$ cat config.mk
export PLATFORM = sky130hd
export DESIGN_NAME = segment_store_with_crc_integrity_flat
export DESIGN_NICKNAME = d
export VERILOG_FILES = /design/src/rtl/ssci_pkg.sv /design/src/rtl/ssci_if.sv /design/src/rtl/ssci_bank.sv /design/src/rtl/ssci_crc.sv /design/src/rtl/segment_store_with_crc_integrity.sv /design/src/flat_wrapper.sv
export SDC_FILE = /design/constraint.sdc
export NUM_CORES = 2
export LEC_CHECK = 0
export BUFFER_PORTS_ARGS = -buffer_cell sky130_fd_sc_hd__buf_2
export CAP_MARGIN = 20
export CORE_MARGIN = 2
export CORE_UTILIZATION = 55
export DETAILED_ROUTE_END_ITERATION = 7
export GPL_TIMING_DRIVEN = 0
export PLACE_DENSITY_LB_ADDON = 0.15
export SLEW_MARGIN = 30
export SYNTH_ARGS = -nofsm -noshare
export SYNTH_HDL_FRONTEND = slang
export SYNTH_HIERARCHICAL = 1
export SYNTH_SLANG_ARGS = --single-unit
$ cat constraint.sdc
create_clock -name clk_i -period 14.7 [get_ports clk_i]
set_input_delay 2.94 -clock clk_i [delete_from_list [all_inputs] [get_ports clk_i]]
set_output_delay 2.94 -clock clk_i [all_outputs]
set_load 0.1 [all_outputs]
$ cat src/rtl/ssci_pkg.sv
package ssci_pkg;

  localparam int PAIR_COUNT_DEF    = 23;
  localparam int CLASS_INDEX_A_DEF = 22;
  localparam int CLASS_INDEX_B_DEF = 22;

  localparam logic [31:0] INIT_MARGIN   = 32'd50;
  localparam logic [31:0] CRC_POLY      = 32'hEDB8_8320;
  localparam logic [7:0]  THRESHOLD_RST = 8'd128;

  // Word address of the threshold register on the configuration port.
  localparam logic [0:0] CFG_THRESHOLD = 1'b0;

  typedef enum logic [2:0] {
    OP_INIT    = 3'd0,
    OP_UPD_A   = 3'd1,
    OP_UPD_B   = 3'd2,
    OP_DEFER_A = 3'd3,
    OP_FINAL   = 3'd4,
    OP_VERIFY  = 3'd5
  } op_e;

  typedef enum logic [2:0] {
    ST_IDLE,
    ST_DECODE,
    ST_CHECK,
    ST_CRC_START,
    ST_CRC_LOAD,
    ST_CRC_BYTES,
    ST_CRC_END,
    ST_DONE
  } state_e;

  typedef struct packed {
    logic clear;
    logic wr;
    logic rd;
  } bank_ctl_t;

  typedef struct packed {
    logic clear;
    logic load;
    logic step;
  } crc_ctl_t;

endpackage

$ cat src/rtl/ssci_if.sv
interface ssci_item_if;
  logic        valid;
  logic        ready;
  logic [2:0]  operation;
  logic [4:0]  segment_index;
  logic [31:0] segment_value;
  logic [7:0]  generation_in;
  logic [31:0] parent_in;

  modport source (
    output valid, operation, segment_index, segment_value, generation_in, parent_in,
    input  ready
  );
  modport sink (
    input  valid, operation, segment_index, segment_value, generation_in, parent_in,
    output ready
  );
endinterface

interface ssci_result_if;
  logic        valid;
  logic        ready;
  logic [1:0]  class_code;
  logic [31:0] change_count;
  logic [31:0] stored_crc;
  logic        crc_ok;
  logic        index_rejected;

  modport source (
    output valid, class_code, change_count, stored_crc, crc_ok, index_rejected,
    input  ready
  );
  modport sink (
    input  valid, class_code, change_count, stored_crc, crc_ok, index_rejected,
    output ready
  );
endinterface

$ cat src/rtl/ssci_bank.sv
module ssci_bank #(
  parameter int DEPTH = ssci_pkg::PAIR_COUNT_DEF,
  parameter int AW    = $clog2(DEPTH)
) (
  input  logic                 clk_i,
  input  logic                 rst_ni,
  input  ssci_pkg::bank_ctl_t  ctl_i,
  input  logic [AW-1:0]        addr_i,
  input  logic [31:0]          wdata_i,
  output logic [31:0]          rdata_o
);
  import ssci_pkg::*;

  logic [31:0]      mem_q [DEPTH];
  logic [DEPTH-1:0] valid_q;
  logic [DEPTH-1:0] valid_d;
  logic [31:0]      rdata_q;
  logic             rvalid_q;

  always_ff @(posedge clk_i) begin
    if (ctl_i.wr) begin
      mem_q[addr_i] <= wdata_i;
    end
    if (ctl_i.rd) begin
      rdata_q <= mem_q[addr_i];
    end
  end

  // A clear drops every valid bit at once; a write in the same cycle wins for its entry.
  always_comb begin
    valid_d = ctl_i.clear ? '0 : valid_q;
    if (ctl_i.wr) begin
      valid_d[addr_i] = 1'b1;
    end
  end

  always_ff @(posedge clk_i or negedge rst_ni) begin
    if (!rst_ni) begin
      valid_q  <= '0;
      rvalid_q <= 1'b0;
    end else begin
      valid_q <= valid_d;
      if (ctl_i.rd) begin
        rvalid_q <= valid_q[addr_i];
      end
    end
  end

  assign rdata_o = rvalid_q ? rdata_q : '0;

endmodule

$ cat src/rtl/ssci_crc.sv
module ssci_crc (
  input  logic               clk_i,
  input  logic               rst_ni,
  input  ssci_pkg::crc_ctl_t ctl_i,
  input  logic [31:0]        word_i,
  output logic [31:0]        crc_o
);
  import ssci_pkg::*;

  logic [31:0] shift_q;
  logic [31:0] crc_q;
  logic [31:0] crc_d;

  function automatic logic [31:0] crc_byte(logic [31:0] crc, logic [7:0] b);
    logic [31:0] c;
    c = crc ^ {24'd0, b};
    for (int k = 0; k < 8; k++) begin
      c = c[0] ? ((c >> 1) ^ CRC_POLY) : (c >> 1);
    end
    return c;
  endfunction

  assign crc_d = crc_byte(crc_q, shift_q[7:0]);

  // The low byte is consumed each step; a load replaces the word after its last byte.
  always_ff @(posedge clk_i) begin
    if (ctl_i.load) begin
      shift_q <= word_i;
    end else if (ctl_i.step) begin
      shift_q <= {8'd0, shift_q[31:8]};
    end
  end

  always_ff @(posedge clk_i or negedge rst_ni) begin
    if (!rst_ni) begin
      crc_q <= '0;
    end else if (ctl_i.clear) begin
      crc_q <= '0;
    end else if (ctl_i.step) begin
      crc_q <= crc_d;
    end
  end

  assign crc_o = crc_q;

endmodule

$ cat src/rtl/segment_store_with_crc_integrity.sv
// Segment store with CRC-32 integrity.
// Items arrive on item_i (valid/ready); each gives exactly one result on result_o.
// The threshold register sits at byte address 0 of the APB port; pready is always high.
// Init, finalize, verify and an update of bank A or B that changes a segment walk
// the checksum over both banks, the generation byte and the parent id, one byte per
// cycle through a byte-serial CRC unit fed by the single read port of each bank.
// An update that changes nothing, a deferred update, a rejected index or an unknown
// operation skips the checksum walk; a valid update reads and checks its segment first.
// One item is in work at a time; item_i.ready is high only while the block is idle.
// The result lands in an output register; a new item is accepted while that result
// waits, and the next result holds in the sequencer until result_o is taken.
// Reset clears the banks (per-entry valid bits), generation, parent, count, class
// and checksum, and sets the threshold to 128. No clearing pass is needed.
module segment_store_with_crc_integrity #(
  parameter int PAIR_COUNT    = ssci_pkg::PAIR_COUNT_DEF,
  parameter int CLASS_INDEX_A = ssci_pkg::CLASS_INDEX_A_DEF,
  parameter int CLASS_INDEX_B = ssci_pkg::CLASS_INDEX_B_DEF
) (
  input  logic          clk_i,
  input  logic          rst_ni,
  ssci_item_if.sink     item_i,
  ssci_result_if.source result_o,
  input  logic          psel,
  input  logic          penable,
  input  logic          pwrite,
  input  logic [2:0]    paddr,
  input  logic [31:0]   pwdata,
  output logic [31:0]   prdata,
  output logic          pready
);
  import ssci_pkg::*;

  localparam int AW = $clog2(PAIR_COUNT);
  localparam int PW = $clog2(2 * PAIR_COUNT + 3);
  localparam logic [PW-1:0] P_POS    = PW'(PAIR_COUNT);
  localparam logic [PW-1:0] GEN_POS  = PW'(2 * PAIR_COUNT);
  localparam logic [PW-1:0] PAR_POS  = PW'(2 * PAIR_COUNT + 1);
  localparam bit            CA_IN    = CLASS_INDEX_A < PAIR_COUNT;
  localparam bit            CB_IN    = CLASS_INDEX_B < PAIR_COUNT;
  localparam logic [AW-1:0] CA_ADDR  = AW'(CLASS_INDEX_A);
  localparam logic [AW-1:0] CB_ADDR  = AW'(CLASS_INDEX_B);

  state_e state_q, state_d;

  logic [2:0]  op_q;
  logic [4:0]  idx_q;
  logic [31:0] val_q;
  logic [7:0]  gen_in_q;
  logic [31:0] par_in_q;

  logic [7:0]  thr_q;
  logic [7:0]  gen_q;
  logic [31:0] par_q;
  logic [31:0] count_q;
  logic [1:0]  class_q;
  logic [31:0] crc_reg_q;
  logic [31:0] shadow_a_q;
  logic [31:0] shadow_b_q;
  logic        ok_q;
  logic        rej_q;
  logic [PW-1:0] pos_q;
  logic [1:0]  bc_q;
  logic        rd_is_b_q;

  logic        out_valid_q;
  logic [1:0]  out_class_q;
  logic [31:0] out_count_q;
  logic [31:0] out_crc_q;
  logic        out_ok_q;
  logic        out_rej_q;

  bank_ctl_t   bank_a_ctl, bank_b_ctl;
  logic [AW-1:0] addr_a, addr_b;
  logic [31:0] bank_wdata;
  logic [31:0] rdata_a, rdata_b;
  crc_ctl_t    crc_ctl;
  logic [31:0] crc_word;
  logic [31:0] crc_val;

  logic        item_accept;
  logic        cfg_write;
  logic        idx_ok;
  logic        upd_b;
  logic        recrc;
  logic        hit_a, hit_b;
  logic        changed;
  logic        last_byte;
  logic        out_free;
  logic [PW-1:0] rd_pos;
  logic [PW-1:0] ld_pos;
  logic        rd_next;
  logic [31:0] init_seg;
  logic [31:0] new_a, new_b;

  function automatic logic [AW-1:0] word_addr(logic [PW-1:0] p);
    logic [PW-1:0] t;
    t = (p < P_POS) ? p : (p - P_POS);
    return t[AW-1:0];
  endfunction

  function automatic logic [1:0] classify(logic [31:0] a, logic [31:0] b,
                                          logic [7:0] thr);
    logic a_ok, b_ok;
    a_ok = a >= {24'd0, thr};
    b_ok = b >= {24'd0, thr};
    return {~b_ok, ~a_ok};
  endfunction

  assign item_i.ready = (state_q == ST_IDLE);
  assign item_accept  = item_i.valid && item_i.ready;
  assign pready       = 1'b1;
  assign cfg_write    = psel && penable && pwrite && pready;
  assign prdata       = (paddr[2] == CFG_THRESHOLD) ? {24'd0, thr_q} : '0;

  assign idx_ok   = int'(idx_q) < PAIR_COUNT;
  assign upd_b    = (op_q == OP_UPD_B);
  assign recrc    = (op_q != OP_DEFER_A);
  assign hit_a    = !upd_b && CA_IN && (int'(idx_q) == CLASS_INDEX_A);
  assign hit_b    = upd_b && CB_IN && (int'(idx_q) == CLASS_INDEX_B);
  assign changed  = (upd_b ? rdata_b : rdata_a) != val_q;
  assign init_seg = {24'd0, thr_q} + INIT_MARGIN;
  assign new_a    = hit_a ? val_q : shadow_a_q;
  assign new_b    = hit_b ? val_q : shadow_b_q;

  // The generation word carries one byte, every other word four.
  assign last_byte = (pos_q == GEN_POS) ? (bc_q == 2'd0) : (bc_q == 2'd3);
  assign rd_pos    = (state_q == ST_CRC_START) ? '0 : pos_q + 1'b1;
  assign ld_pos    = (state_q == ST_CRC_LOAD) ? '0 : pos_q + 1'b1;
  assign rd_next   = (state_q == ST_CRC_START) ||
                     (state_q == ST_CRC_BYTES && bc_q == 2'd0 && rd_pos < GEN_POS);
  assign out_free  = !out_valid_q || result_o.ready;

  always_comb begin
    state_d = state_q;
    unique case (state_q)
      ST_IDLE: begin
        if (item_accept) state_d = ST_DECODE;
      end
      ST_DECODE: begin
        unique case (op_q)
          OP_INIT, OP_FINAL, OP_VERIFY: state_d = ST_CRC_START;
          OP_UPD_A, OP_UPD_B, OP_DEFER_A: state_d = idx_ok ? ST_CHECK : ST_DONE;
          default: state_d = ST_DONE;
        endcase
      end
      ST_CHECK: begin
        state_d = (changed && recrc) ? ST_CRC_START : ST_DONE;
      end
      ST_CRC_START: state_d = ST_CRC_LOAD;
      ST_CRC_LOAD:  state_d = ST_CRC_BYTES;
      ST_CRC_BYTES: begin
        if (last_byte && pos_q == PAR_POS) state_d = ST_CRC_END;
      end
      ST_CRC_END: state_d = ST_DONE;
      ST_DONE: begin
        if (out_free) state_d = ST_IDLE;
      end
      default: state_d = ST_IDLE;
    endcase
  end

  always_comb begin
    bank_a_ctl = '0;
    bank_b_ctl = '0;
    addr_a     = word_addr(rd_pos);
    addr_b     = word_addr(rd_pos);
    bank_wdata = val_q;
    crc_ctl    = '0;
    if (ld_pos < GEN_POS) begin
      crc_word = rd_is_b_q ? rdata_b : rdata_a;
    end else if (ld_pos == GEN_POS) begin
      crc_word = {24'd0, gen_q};
    end else begin
      crc_word = par_q;
    end
    unique case (state_q)
      ST_DECODE: begin
        if (op_q == OP_INIT) begin
          bank_a_ctl.clear = 1'b1;
          bank_b_ctl.clear = 1'b1;
          bank_a_ctl.wr    = CA_IN;
          bank_b_ctl.wr    = CB_IN;
          addr_a           = CA_ADDR;
          addr_b           = CB_ADDR;
          bank_wdata       = init_seg;
        end else begin
          addr_a        = idx_q[AW-1:0];
          addr_b        = idx_q[AW-1:0];
          bank_a_ctl.rd = idx_ok && !upd_b;
          bank_b_ctl.rd = idx_ok && upd_b;
        end
      end
      ST_CHECK: begin
        addr_a        = idx_q[AW-1:0];
        addr_b        = idx_q[AW-1:0];
        bank_a_ctl.wr = changed && !upd_b;
        bank_b_ctl.wr = changed && upd_b;
      end
      ST_CRC_START: begin
        crc_ctl.clear = 1'b1;
        bank_a_ctl.rd = 1'b1;
        bank_b_ctl.rd = 1'b1;
      end
      ST_CRC_LOAD: begin
        crc_ctl.load = 1'b1;
      end
      ST_CRC_BYTES: begin
        crc_ctl.step  = 1'b1;
        crc_ctl.load  = last_byte && pos_q != PAR_POS;
        bank_a_ctl.rd = rd_next;
        bank_b_ctl.rd = rd_next;
      end
      default: begin
      end
    endcase
  end

  always_ff @(posedge clk_i) begin
    if (item_accept) begin
      op_q     <= item_i.operation;
      idx_q    <= item_i.segment_index;
      val_q    <= item_i.segment_value;
      gen_in_q <= item_i.generation_in;
      par_in_q <= item_i.parent_in;
    end
    if (state_q == ST_DONE && out_free) begin
      out_class_q <= class_q;
      out_count_q <= count_q;
      out_crc_q   <= crc_reg_q;
      out_ok_q    <= ok_q;
      out_rej_q   <= rej_q;
    end
    if (state_q == ST_CRC_LOAD) begin
      pos_q <= '0;
      bc_q  <= 2'd0;
    end else if (state_q == ST_CRC_BYTES) begin
      if (last_byte) begin
        pos_q <= pos_q + 1'b1;
        bc_q  <= 2'd0;
      end else begin
        bc_q <= bc_q + 2'd1;
      end
    end
    if (rd_next) begin
      rd_is_b_q <= rd_pos >= P_POS;
    end
  end

  always_ff @(posedge clk_i or negedge rst_ni) begin
    if (!rst_ni) begin
      state_q     <= ST_IDLE;
      thr_q       <= THRESHOLD_RST;
      gen_q       <= '0;
      par_q       <= '0;
      count_q     <= '0;
      class_q     <= '0;
      crc_reg_q   <= '0;
      shadow_a_q  <= '0;
      shadow_b_q  <= '0;
      ok_q        <= 1'b0;
      rej_q       <= 1'b0;
      out_valid_q <= 1'b0;
    end else begin
      state_q <= state_d;
      if (cfg_write && paddr[2] == CFG_THRESHOLD) begin
        thr_q <= pwdata[7:0];
      end
      if (item_accept) begin
        ok_q  <= 1'b0;
        rej_q <= 1'b0;
      end
      if (state_q == ST_DECODE) begin
        if (op_q == OP_INIT) begin
          gen_q      <= gen_in_q;
          par_q      <= par_in_q;
          count_q    <= '0;
          class_q    <= '0;
          shadow_a_q <= CA_IN ? init_seg : '0;
          shadow_b_q <= CB_IN ? init_seg : '0;
        end else if ((op_q == OP_UPD_A || op_q == OP_UPD_B || op_q == OP_DEFER_A)
                     && !idx_ok) begin
          rej_q <= 1'b1;
        end
      end
      if (state_q == ST_CHECK && changed) begin
        count_q <= count_q + 32'd1;
        if (hit_a) shadow_a_q <= val_q;
        if (hit_b) shadow_b_q <= val_q;
        if (hit_a || hit_b) class_q <= classify(new_a, new_b, thr_q);
      end
      if (state_q == ST_CRC_END) begin
        if (op_q == OP_VERIFY) begin
          ok_q <= (crc_val == crc_reg_q);
        end else begin
          crc_reg_q <= crc_val;
        end
      end
      if (state_q == ST_DONE && out_free) begin
        out_valid_q <= 1'b1;
      end else if (result_o.ready) begin
        out_valid_q <= 1'b0;
      end
    end
  end

  assign result_o.valid          = out_valid_q;
  assign result_o.class_code     = out_class_q;
  assign result_o.change_count   = out_count_q;
  assign result_o.stored_crc     = out_crc_q;
  assign result_o.crc_ok         = out_ok_q;
  assign result_o.index_rejected = out_rej_q;

  ssci_bank #(
    .DEPTH (PAIR_COUNT),
    .AW    (AW)
  ) u_bank_a (
    .clk_i   (clk_i),
    .rst_ni  (rst_ni),
    .ctl_i   (bank_a_ctl),
    .addr_i  (addr_a),
    .wdata_i (bank_wdata),
    .rdata_o (rdata_a)
  );

  ssci_bank #(
    .DEPTH (PAIR_COUNT),
    .AW    (AW)
  ) u_bank_b (
    .clk_i   (clk_i),
    .rst_ni  (rst_ni),
    .ctl_i   (bank_b_ctl),
    .addr_i  (addr_b),
    .wdata_i (bank_wdata),
    .rdata_o (rdata_b)
  );

  ssci_crc u_crc (
    .clk_i  (clk_i),
    .rst_ni (rst_ni),
    .ctl_i  (crc_ctl),
    .word_i (crc_word),
    .crc_o  (crc_val)
  );

  a_accept_decodes: assert property (@(posedge clk_i) disable iff (!rst_ni)
    item_accept |=> state_q == ST_DECODE)
    else $error("accepted item did not enter decode");

  a_count_source: assert property (@(posedge clk_i) disable iff (!rst_ni)
    (state_q != ST_DECODE && state_q != ST_CHECK) |=> $stable(count_q))
    else $error("mutation count moved outside decode or check");

  a_ok_on_verify: assert property (@(posedge clk_i) disable iff (!rst_ni)
    ok_q |-> op_q == OP_VERIFY)
    else $error("checksum match flagged on a non-verify item");

  a_rej_on_update: assert property (@(posedge clk_i) disable iff (!rst_ni)
    rej_q |-> (op_q == OP_UPD_A || op_q == OP_UPD_B || op_q == OP_DEFER_A))
    else $error("index rejection flagged on a non-update item");

  a_gen_one_byte: assert property (@(posedge clk_i) disable iff (!rst_ni)
    (state_q == ST_CRC_BYTES && pos_q == GEN_POS) |-> bc_q == 2'd0)
    else $error("generation word stepped past its single byte");

endmodule
$ cat src/flat_wrapper.sv
// flat-port wrapper written by rule: the top's interface ports become plain ports
module segment_store_with_crc_integrity_flat import ssci_pkg::*;
#(
  parameter int PAIR_COUNT    = ssci_pkg::PAIR_COUNT_DEF,
  parameter int CLASS_INDEX_A = ssci_pkg::CLASS_INDEX_A_DEF,
  parameter int CLASS_INDEX_B = ssci_pkg::CLASS_INDEX_B_DEF
)
  (clk_i, rst_ni, psel, penable, pwrite, paddr, pwdata, prdata, pready, item_i_valid, item_i_operation, item_i_segment_index, item_i_segment_value, item_i_generation_in, item_i_parent_in, item_i_ready, result_o_valid, result_o_class_code, result_o_change_count, result_o_stored_crc, result_o_crc_ok, result_o_index_rejected, result_o_ready);
  ssci_item_if item_i_i ();
  ssci_result_if result_o_i ();
  input  logic clk_i;
  input  logic rst_ni;
  input  logic psel;
  input  logic penable;
  input  logic pwrite;
  input  logic [2:0] paddr;
  input  logic [31:0] pwdata;
  output logic [31:0] prdata;
  output logic pready;
  input wire logic [$bits(item_i_i.valid)-1:0] item_i_valid;
  input wire logic [$bits(item_i_i.operation)-1:0] item_i_operation;
  input wire logic [$bits(item_i_i.segment_index)-1:0] item_i_segment_index;
  input wire logic [$bits(item_i_i.segment_value)-1:0] item_i_segment_value;
  input wire logic [$bits(item_i_i.generation_in)-1:0] item_i_generation_in;
  input wire logic [$bits(item_i_i.parent_in)-1:0] item_i_parent_in;
  output wire logic [$bits(item_i_i.ready)-1:0] item_i_ready;
  output wire logic [$bits(result_o_i.valid)-1:0] result_o_valid;
  output wire logic [$bits(result_o_i.class_code)-1:0] result_o_class_code;
  output wire logic [$bits(result_o_i.change_count)-1:0] result_o_change_count;
  output wire logic [$bits(result_o_i.stored_crc)-1:0] result_o_stored_crc;
  output wire logic [$bits(result_o_i.crc_ok)-1:0] result_o_crc_ok;
  output wire logic [$bits(result_o_i.index_rejected)-1:0] result_o_index_rejected;
  input wire logic [$bits(result_o_i.ready)-1:0] result_o_ready;
  assign item_i_i.valid = item_i_valid;
  assign item_i_i.operation = item_i_operation;
  assign item_i_i.segment_index = item_i_segment_index;
  assign item_i_i.segment_value = item_i_segment_value;
  assign item_i_i.generation_in = item_i_generation_in;
  assign item_i_i.parent_in = item_i_parent_in;
  assign item_i_ready = item_i_i.ready;
  assign result_o_valid = result_o_i.valid;
  assign result_o_class_code = result_o_i.class_code;
  assign result_o_change_count = result_o_i.change_count;
  assign result_o_stored_crc = result_o_i.stored_crc;
  assign result_o_crc_ok = result_o_i.crc_ok;
  assign result_o_index_rejected = result_o_i.index_rejected;
  assign result_o_i.ready = result_o_ready;
  segment_store_with_crc_integrity #(.PAIR_COUNT(PAIR_COUNT), .CLASS_INDEX_A(CLASS_INDEX_A), .CLASS_INDEX_B(CLASS_INDEX_B)) u_core (.clk_i(clk_i), .rst_ni(rst_ni), .item_i(item_i_i), .result_o(result_o_i), .psel(psel), .penable(penable), .pwrite(pwrite), .paddr(paddr), .pwdata(pwdata), .prdata(prdata), .pready(pready));
endmodule
==> results.ini <==
[timing]
tns_ns = 0
fmax_mhz = 134.3
period_share_pct = 50.64
slew_headroom_pct = 25.70
rsz0062_at_grt = false
skew_ns = 0.04148
drv_slew = 0
tightest_slew_ns = 1.115
setup_viol = 0
finalHoldViolations = 0
period_needed_ns = 7.444

[setup_path]
arrival_ns = 7.97
crit_path_start_kind = register
cp.required_ns = 15.23
ff2ff_setup_slack_ns = 7.26
path_max_fanout = 13
end_kind = register
crit_type = reg -> reg

[place]
place_hpwl_um = 153200
place_congestion = 0.9688
numPortBuffers = 172
place_inst = 6740

[clock_tree]
clkSinkCount = 1989
cts_tree = yes
hold_buffers = 0
post-cts-setup-buffer-count = 0
cts_made_buffers = 197
cts_resized = 0
cts_root_buffer = clkbuf_16
clkTransAtPathRegs_ns = 0.06
cts_max_level = 4
clockBufferDepth = 3
insertion_delay_ns = 0.84

[floorplan]
die_area_sq_um = 148600
start_util_pct = 55.57
ios = 225
core_area_sq_um = 144000
die_h_um = 385.4
rows = 139
dieWidth_um = 385.4

[layout]
n_fill_cell = 9765
stdcell_count = 7112
largest_registers = u_core/u_bank_a/mem_q: 736 flops, u_core/u_bank_b/mem_q: 736 flops
drive_gt1_share_pct = 23.85
nNetsFinal = 5181
areaGrowthSynthToFinish_pct = 17.61
post-route-util_pct = 65.36

[global_route]
antenna_found_initial = 4
grt_pass1_vias = 43650
grt_pass1_wl_um = 313000
grt.total_usage_pct = 29.72
grt_overflow = 0
grt_max_degree = 78

[pwr]
finalPower_uw = 11320
vdd_drop_max_v = 0.0001186
p_leak_uw = 0.03284
power_density_nw_per_um2 = 120.2

[synthesis]
synth_common_cells = edfxtp_1, mux4_2, nand2_1
synth_ff_type = edfxtp_1
synth_edf_count = 1717
synthArstFlopShare_pct = 13.27
synth.avg_cell_area_sq_um = 17.73
yosysTopAreaCellShare_pct = 64.43
seq_area_frac_synth_pct = 72.89
yosys.area.top_type = edfxtp_1
synth.area.top_cells = edfxtp_1, mux4_2, dfrtp_1
yosysMostFrequentCell = edfxtp_1
synth_area_sq_um = 80030
syn_inst = 4513
synth_seq_cells = 1989
ys_warn_count = 6
yosys.cell_types.count = 82

[drt]
vias = 44940
wl_per_cell_um = 30.69
first_iter_violations = 5695
routed_via_density = 6.319
drt-total-wl_um = 218300
drc = 0
firstDrtPassIters = 6
antenna_left = 0

[run_status]
outcome = finished, final reports clean

[worst_hold_path]
hp-class = reg -> reg

[job]
cap_violations = 0

==> area by class of cell <==
| class | count | area, sq um | area share (%) |
|---|---|---|---|
| well taps | 1903 | 2381 | 2.530 |
| clock buffers | 242 | 5254 | 5.582 |
| plain buffers | 276 | 1455 | 1.546 |
| multi-input cells | 2164 | 20570 | 21.85 |
| diodes | 2 | 5.005 | 0.005318 |
| inverters | 107 | 401.6 | 0.4267 |
| repair buffers | 301 | 4340 | 4.612 |
| clock inverters | 128 | 1385 | 1.472 |
| flip-flops and latches | 1989 | 58330 | 61.97 |
==> stage by stage <==
step                hold slack [ns]  setup WS [ns]  area (sq um)
finish                       0.4548          7.256         94120
global route                 0.4713          6.962         94110
CTS                          0.4532          7.432         94110
detailed placement           0.4418          7.420         87470
global placement             0.4335          5.237         83350
floorplan                    0.4146          7.308         80110
==> kinds of logic after synthesis <==
group           count (synthesis)  share of synthesized area, %
compound gates                568                         4.708
flops                        1989                         72.89
buf+inv                       383                         2.301
mux                           654                         13.43
other cells                     2                      0.009385
simple gates                  751                         4.334
fa+ha+maj                      23                        0.3596
xor+xnor                      143                         1.970
==> power by group <==
part	switching, uW	internal (uW)	total, uW
Sequential	6.76	6060	6070
Combinational	99.8	34.6	134
Clock	2150	2970	5120
Total	2250	9060	11300
==> per-layer routing <==
metal | track usage (%) | wire length (um)
met5 | 0 | 13
met4 | 8.214 | 5546
met3 | 6.292 | 22170
met2 | 44.65 | 99430
met1 | 44.58 | 91120
==> placed cells by master, fill, tap and decap left out, types with 26 or more instances in the layout <==
master / n
clkinv_1: 37
nand2_1: 300
o211ai_1: 72
a21oi_1: 94
mux2i_1: 244
nor2_1: 106
buf_16: 122
o21ai_0: 111
nor2_4: 71
nand3_1: 51
buf_4: 48
edfxtp_1: 1717
a22oi_1: 132
clkinv_2: 44
and2_1: 75
o22ai_1: 51
clkbuf_1: 151
nor4_1: 26
mux2_2: 68
buf_2: 231
dfrtp_1: 263
clkbuf_16: 201
inv_1: 106
xnor2_1: 101
mux4_2: 325
==> worst paths after layout <==
| kind | endpoint | cells after the start | startpoint |
|---|---|---|---|
| setup / recovery | u_core/u_bank_b/mem_q[7][18] | 19 | u_core/state_q[1] |
| hold / removal | u_core/par_q[11] | 2 | u_core/par_in_q[11] |
| setup reg to reg | u_core/u_bank_b/mem_q[7][18] | 19 | u_core/state_q[1] |
| hold reg to reg | u_core/par_q[11] | 2 | u_core/par_in_q[11] |
| max in group asynchronous | u_core/shadow_a_q[21] | 3 | rst_ni |
| min in group asynchronous | u_core/count_q[25] | 1 | rst_ni |
==> worst max-delay path: stages (launching register included) <==
cell and delay, ns:
dfrtp_1 0.39, buf_1 0.36, nand2_1 0.09, nor2_1 0.65, nor2_1 0.17, ha_1 0.27
a21oi_1 0.13, nor2_1 0.06, a221oi_1 0.31, o21ai_0 0.26, nor2b_1 0.25, mux2_2 0.28
o22a_1 0.58, buf_4 0.40, buf_2 0.38, clkbuf_1 0.59, nand3_1 0.78, nor2_4 0.75
buf_16 0.23, buf_16 0.17
Power figures use the tool's default switching activity.
